`config.mk`:
```
export PLATFORM = sky130hd
export DESIGN_NAME = cnpb_ctrl
export DESIGN_NICKNAME = d
export VERILOG_FILES = /design/src/rtl/cnpb_pkg.sv /design/src/rtl/cnpb_ctrl.sv
export SDC_FILE = /design/constraint.sdc
export NUM_CORES = 1
export LEC_CHECK = 0
export ABC_AREA = 1
export BUFFER_PORTS_ARGS = -buffer_cell sky130_fd_sc_hd__buf_2
export CORE_MARGIN = 2
export CORE_UTILIZATION = 35
export DETAILED_ROUTE_END_ITERATION = 10
export MAX_ROUTING_LAYER = met4
export PLACE_DENSITY_LB_ADDON = 0.1
export SETUP_SLACK_MARGIN = 0.2
export SLEW_MARGIN = 20
export SYNTH_ARGS = -nofsm -noshare
export SYNTH_HDL_FRONTEND = slang
export SYNTH_SLANG_ARGS = --single-unit
```
`constraint.sdc`:
```
create_clock -name clk -period 1.2 [get_ports clk]
set_clock_uncertainty 0.1 [all_clocks]
set_input_delay 0.06 -clock clk [delete_from_list [all_inputs] [get_ports clk]]
set_output_delay 0.06 -clock clk [all_outputs]
set_load 0.005 [all_outputs]
```
`src/rtl/cnpb_pkg.sv`:
```
// Shared constants, codes and controller/datapath interface types for the
// cross-neighbour pixel blend. No dependencies.
package cnpb_pkg;

    localparam int MAX_WIDTH_DEF    = 1024;
    localparam int MAX_HEIGHT_DEF   = 1024;
    localparam int CHANNEL_BITS_DEF = 16;

    localparam int CFG_INDEX_BITS = 2;
    localparam int CFG_DATA_BITS  = 11;
    localparam int POS_BITS       = 10;

    localparam logic [CFG_INDEX_BITS-1:0] REG_FRAME_WIDTH  = CFG_INDEX_BITS'(0);
    localparam logic [CFG_INDEX_BITS-1:0] REG_FRAME_HEIGHT = CFG_INDEX_BITS'(1);

    localparam logic [CFG_DATA_BITS-1:0] FRAME_SIZE_RESET = CFG_DATA_BITS'(1024);

    // line store read phases
    localparam logic [1:0] PH_A = 2'd0;
    localparam logic [1:0] PH_B = 2'd1;
    localparam logic [1:0] PH_C = 2'd2;

    // result slots of one input word
    localparam logic [1:0] SLOT_UP   = 2'd0;
    localparam logic [1:0] SLOT_LEFT = 2'd1;
    localparam logic [1:0] SLOT_LAST = 2'd2;

    typedef struct packed {
        logic       take;
        logic       rd_en;
        logic [1:0] rd_phase;
        logic       cap_en;
        logic [1:0] cap_phase;
        logic       wr_en;
        logic       sum_en;
        logic [1:0] slot;
        logic       div_en;
        logic       out_load;
        logic       last;
    } cnpb_cmd_t;

    typedef struct packed {
        logic [2:0] emit_mask;
        logic       out_free;
    } cnpb_status_t;

endpackage

```
`src/rtl/cnpb_ctrl.sv`:
```
// Sequencer for the cross-neighbour pixel blend: read, capture, store and
// emit steps per input word. Depends on cnpb_pkg.
module cnpb_ctrl (
    input  logic                    clk,
    input  logic                    rst_n,
    input  logic                    in_valid,
    output logic                    in_stall,
    input  cnpb_pkg::cnpb_status_t  status,
    output cnpb_pkg::cnpb_cmd_t     cmd
);

    localparam logic [2:0] ST_IDLE = 3'd0;
    localparam logic [2:0] ST_RD0  = 3'd1;
    localparam logic [2:0] ST_RD1  = 3'd2;
    localparam logic [2:0] ST_RD2  = 3'd3;
    localparam logic [2:0] ST_CAP  = 3'd4;
    localparam logic [2:0] ST_SUM  = 3'd5;
    localparam logic [2:0] ST_DIV  = 3'd6;
    localparam logic [2:0] ST_OUT  = 3'd7;

    logic [2:0] state_reg;
    logic [2:0] state_next;
    logic [2:0] mask_reg;
    logic [2:0] mask_next;
    logic [2:0] low_bit;
    logic [2:0] mask_rest;
    logic [1:0] slot;

    always_comb
    begin
        low_bit   = mask_reg & (~mask_reg + 3'd1);
        mask_rest = mask_reg & ~low_bit;
        if (mask_reg[0])
        begin
            slot = cnpb_pkg::SLOT_UP;
        end
        else if (mask_reg[1])
        begin
            slot = cnpb_pkg::SLOT_LEFT;
        end
        else
        begin
            slot = cnpb_pkg::SLOT_LAST;
        end
    end

    always_comb
    begin
        cmd           = '0;
        cmd.rd_phase  = cnpb_pkg::PH_A;
        cmd.cap_phase = cnpb_pkg::PH_A;
        cmd.slot      = slot;
        state_next    = state_reg;
        mask_next     = mask_reg;
        case (state_reg)
            ST_IDLE:
            begin
                if (in_valid)
                begin
                    cmd.take   = 1'b1;
                    state_next = ST_RD0;
                end
            end
            ST_RD0:
            begin
                cmd.rd_en    = 1'b1;
                cmd.rd_phase = cnpb_pkg::PH_A;
                state_next   = ST_RD1;
            end
            ST_RD1:
            begin
                cmd.rd_en     = 1'b1;
                cmd.rd_phase  = cnpb_pkg::PH_B;
                cmd.cap_en    = 1'b1;
                cmd.cap_phase = cnpb_pkg::PH_A;
                state_next    = ST_RD2;
            end
            ST_RD2:
            begin
                cmd.rd_en     = 1'b1;
                cmd.rd_phase  = cnpb_pkg::PH_C;
                cmd.cap_en    = 1'b1;
                cmd.cap_phase = cnpb_pkg::PH_B;
                state_next    = ST_CAP;
            end
            ST_CAP:
            begin
                cmd.cap_en    = 1'b1;
                cmd.cap_phase = cnpb_pkg::PH_C;
                cmd.wr_en     = 1'b1;
                mask_next     = status.emit_mask;
                state_next    = (status.emit_mask == 3'd0) ? ST_IDLE : ST_SUM;
            end
            ST_SUM:
            begin
                cmd.sum_en = 1'b1;
                state_next = ST_DIV;
            end
            ST_DIV:
            begin
                cmd.div_en = 1'b1;
                state_next = ST_OUT;
            end
            ST_OUT:
            begin
                if (status.out_free)
                begin
                    cmd.out_load = 1'b1;
                    cmd.last     = (mask_rest == 3'd0);
                    mask_next    = mask_rest;
                    state_next   = (mask_rest == 3'd0) ? ST_IDLE : ST_SUM;
                end
            end
            default:
            begin
                state_next = ST_IDLE;
            end
        endcase
    end

    always_ff @(posedge clk or negedge rst_n)
    begin
        if (!rst_n)
        begin
            state_reg <= ST_IDLE;
            mask_reg  <= 3'd0;
        end
        else
        begin
            state_reg <= state_next;
            mask_reg  <= mask_next;
        end
    end

    assign in_stall = (state_reg != ST_IDLE);

endmodule

```
### Word-level counts from Yosys, hierarchy flattened

Index checks and enable logic that the tools add are counted.

* bits in registers: 6
* output and inout port bits: 15
* word-level logic and storage cells: 41
* input bits: 7

* multiplexer cells: 18
* reductions and logical operators: 7
* equality and inequality tests: 9
* add/sub/neg operators: 1
* bitwise operators: 4

Operator list (count)
* 3-bit case mux with 8 select lines: 1
* 3-bit case mux with 3 select lines: 2
* 3-bit two-way mux: 5
* 3-bit == test, second input constant: 4
* 3-bit logical NOT: 3
* 2-bit two-way mux: 4
* 3-bit AND: 2
* 3-bit by 2-bit == test with 1-bit output, second input constant: 2
* 3-bit inverter: 2
* 3-bit case mux with 2 select lines: 1
* 1-bit two-way mux: 5
* 2-bit inequality test, second input constant: 2
* 2-bit AND reduction: 2
* 3-bit by 1-bit adder with 3-bit output, second input constant: 1
* 3-bit by 1-bit == test with 1-bit output, second input constant: 1
* 3-bit nonzero test: 1
* 2-bit nonzero test: 1

### Longest topological paths before layout

* depth after elaboration: 9
* mapped depth: 9
* depth with buffers taken out: 9

### Least setup slack after synthesis

OpenSTA, ideal clock, no wires.

* path type: reg-to-reg
* start point: register state_reg[0]
* end point: register state_reg[0]
* path buffers: 0
* period minus slack after synthesis: 1381 ps
* setup time: 117 ps
* arrival: 1165 ps
* required time: 983 ps
* stages on the path, launching flop included: 9
* setup slack: -181 ps
* path through: dfrtp_1 -> ha_1 -> inv_1 -> nor2_1 -> nor2_1 -> nand3_1 -> nand2_1 -> nor2_1 -> nor2_1

* longest elaborated chain between the ends: 3
* elaborated cells on any way between the ends: 12
* classes of those cells: 9 x eq/ne; 1 x mux; 2 x reduce/logical

RTL lines
* from (decl): RTL line cnpb_ctrl.sv:21 `logic [2:0] state_reg;`
* from (signal assigned): RTL line cnpb_ctrl.sv:130 `state_reg <= state_next;`
* 3-bit == test / 3-bit logical NOT (equally long branches): RTL line cnpb_ctrl.sv:55 `case (state_reg)`
* 2-bit inequality test (no source line)
* 2-bit AND reduction (no source line)

Parallel ways exist; a longest one is shown, timed or not.
A chain may end at the register's enable or synchronous reset.

==> flow_metrics.tcl <==
set metrics [dict create \
    combPwrFrac 0.777 \
    first_pass_iters 4 \
    grt_max_degree 8 \
    syn_to_final_growth_pct 113.4 \
    final_common_cell "buf_2" \
    setup_ws_ns -0.3826 \
    core_um2 1318 \
    tns_ns -5.307 \
    synth.ff_latch_count 6 \
    dieWidth_um 41.96 \
    num_vias 686 \
    hold_viol 0 \
    detail-route-antenna-nets 0 \
    dp_hpwl_um 1031 \
    path_buf_inv 3 \
    switching_share 0.4454 \
    p_total_mw 3.034 \
    final_util 0.8167 \
    crit_type "register to output port" \
    drc_errors 0 \
    fmax_mhz 631.9 \
    cts_tree "built" \
    final-setup-viol-count 19 \
    hold_path.class "input pin to asynchronous set/reset pin" \
    die_h_um 41.96 \
    die_area_um2 1760 \
    rsz0062_at_grt "true" \
    clkLatencyLatePin_ns 0.24 \
    cpLargestDelayFamily "flip-flops" \
    switching_power_mw 1.351 \
    maxCapViolCount 0 \
    start_util 0.3827 \
    grt_usage 0.1948 \
    slew_headroom 0.8266 \
    failed_checks "setup timing" \
    tightest_slew_ns 0.2602 \
    setup.worst_path.end_class "output port" \
    layout-drive-gt1-share 0.7063 \
    grt_antenna_before_repair 0 \
    final_nets 139 \
    fin_crit_ns 1.583 \
    reg2reg_slack_ns -0.35 \
    synth_top_family_by_area "simple AND/OR/NAND/NOR gates" \
    clock-root-buffer "clkbuf_4" \
    layout_common_cells "16 x buf_2, 15 x buf_6, 13 x buf_4" \
    drt_iter0_drc 12 \
    grt_pass1_vias 610 \
    fp-row-count 13 \
    ir_drop_mv 1.939 \
    post-route-period-util 1.319 \
    via_per_inst 4.865 \
    p_leak_nw 0.5918 \
    wl_per_cell_um 12.48 \
    cp.required_ns 1.04 \
    wl_um 1759 \
    yosysWarnings 0 \
    syn_avg_cell_area_um2 6.383 \
    cts_num_sinks 6 \
    final_cells 141 \
    worstPathMaxFanout 4 \
    dp_cells 125 \
    clock_path_buffers 2 \
    seq_area_frac_synth 0.2978 \
    powerDensity_nw_per_um2 2820 \
    synth.cell_area_um2 504.2 \
    synth_xor_area_frac 0 \
    clock_power_share 0.060 \
    internal_power_mw 1.683 \
    grt_overflow_total 0 \
    htree_levels 1 \
    synth_compound_area_frac 0.1017 \
    gp_congestion 0.8599 \
    synthCells 79 \
    crit_arrival_ns 1.42 \
    synth.distinct_cells 15 \
    synth-simple-area-share 0.3524 \
    cp_slowest_stage_delay_ns 0.45 \
    ios 22 \
    clk_pin_slew_ns 0.04 \
    grt_pass1_wl_um 2518 \
    io_buffers 21 \
    synthAdderAreaFrac 0.09926 \
    yosys-mux-area-fraction 0 \
    critical-path-slowest-cell "dfrtp_2" \
    syn-num-nets 90 \
    drv_slew 0 \
    worstPathCellList "ha_4 > inv_4 > nor2_4 > nor2_2 > buf_4 > nand2_2 > buf_2" \
    seqPwrFrac 0.163 \
    antenna_cells 0 \
    cts_buffers 3 \
    status "finished with violations" \
    startpoint_type "register" \
]
## per-stage QoR
step	hold slack (ns)	cell area, µm²	setup slack, ns
floorplan	-0.3356	531.8	-0.1206
global placement	-0.2126	726.9	-0.2633
detailed placement	-0.2125	726.9	-0.2614
CTS	0.03545	958.4	-0.3706
global route	0.04441	1076	-0.4296
finish	0.05542	1076	-0.3826
## cell usage after synthesis
master	count	area [µm²]
o21ai_2	1	8.760
buf_4	2	15.01
dfrtp_1	6	150.1
nor2_2	1	6.260
inv_2	4	15.01
nand3_1	5	25.02
o211ai_1	2	15.01
a21oi_1	1	5.000
nand2_1	21	78.83
ha_1	4	50.05
nand2_2	3	18.77
inv_1	12	45.04
o21ai_0	3	15.01
o21a_1	1	7.510
nor2_1	13	48.80
## routing by layer
| metal | GRT usage | share of wire | routed length [µm] |
|---|---|---|---|
| met2 | 0.3063 | 0.55 | 975 |
| met5 | - | 0 | 0 |
| met4 | 0.1355 | 0.022 | 38 |
| met1 | 0.2249 | 0.38 | 671 |
| met3 | 0.03043 | 0.042 | 74 |
## logic make-up after synthesis
| kind of cell | Yosys count |
|---|---|
| buf+inv | 18 |
| compound gates | 8 |
| flops | 6 |
| simple gates | 43 |
| fa+ha+maj | 4 |
## worst reg2reg max path, cell delays in order (launching register included)
cell	delay, ns
dfrtp_2	0.45
inv_4	0.09
buf_6	0.10
ha_4	0.15
nand2_4	0.06
buf_6	0.11
o21ai_2	0.13
inv_2	0.09
nand2_2	0.08
nor2_2	0.04
nor2_1	0.08
## final timing paths
check / endpoint / from / cells after the start
setup reg to reg: state_reg[0]$_DFFE_PN0P_ / state_reg[0]$_DFFE_PN0P_ / 10
hold reg to reg: mask_reg[2]$_DFFE_PN0P_ / mask_reg[2]$_DFFE_PN0P_ / 1
hold / removal: mask_reg[1]$_DFFE_PN0P_ / rst_n / 2
setup / recovery: cmd[9] / state_reg[0]$_DFFE_PN0P_ / 7
max in group asynchronous: state_reg[1]$_DFFE_PN0P_ / rst_n / 2
min in group clk: mask_reg[1]$_DFFE_PN0P_ / status[2] / 3
## power groups by stage
| stage | clock (mW) | combinational (mW) | sequential (mW) |
|---|---|---|---|
| finish | 0.182 | 2.36 | 0.494 |
| global route | 0.199 | 2.56 | 0.507 |
| CTS | 0.194 | 1.92 | 0.474 |
| detailed placement | 0 | 1.42 | 0.415 |
| global placement | 0 | 1.42 | 0.413 |
| floorplan | 0 | 0.818 | 0.407 |
## layout make-up
cell class	instances	area, µm²
Timing Repair Buffer	46	366.6
Tap cell	15	18.77
Clock buffer	3	22.52
Inverter	16	72.57
Sequential cell	6	153.9
Fill cell	81	241.5
Multi-Input combinational cell	55	441.7
## what timing repair did
action | in CTS | in global routing
buffers inserted | 8 | 3
pin swaps | 10 | 10
hold buffers | 2 | 0
hold endpoints to repair | 7 | 0
resized for setup | 32 | 27
setup endpoints to repair | 21 | 21
Note: power is estimated with default switching activity, not from simulation.
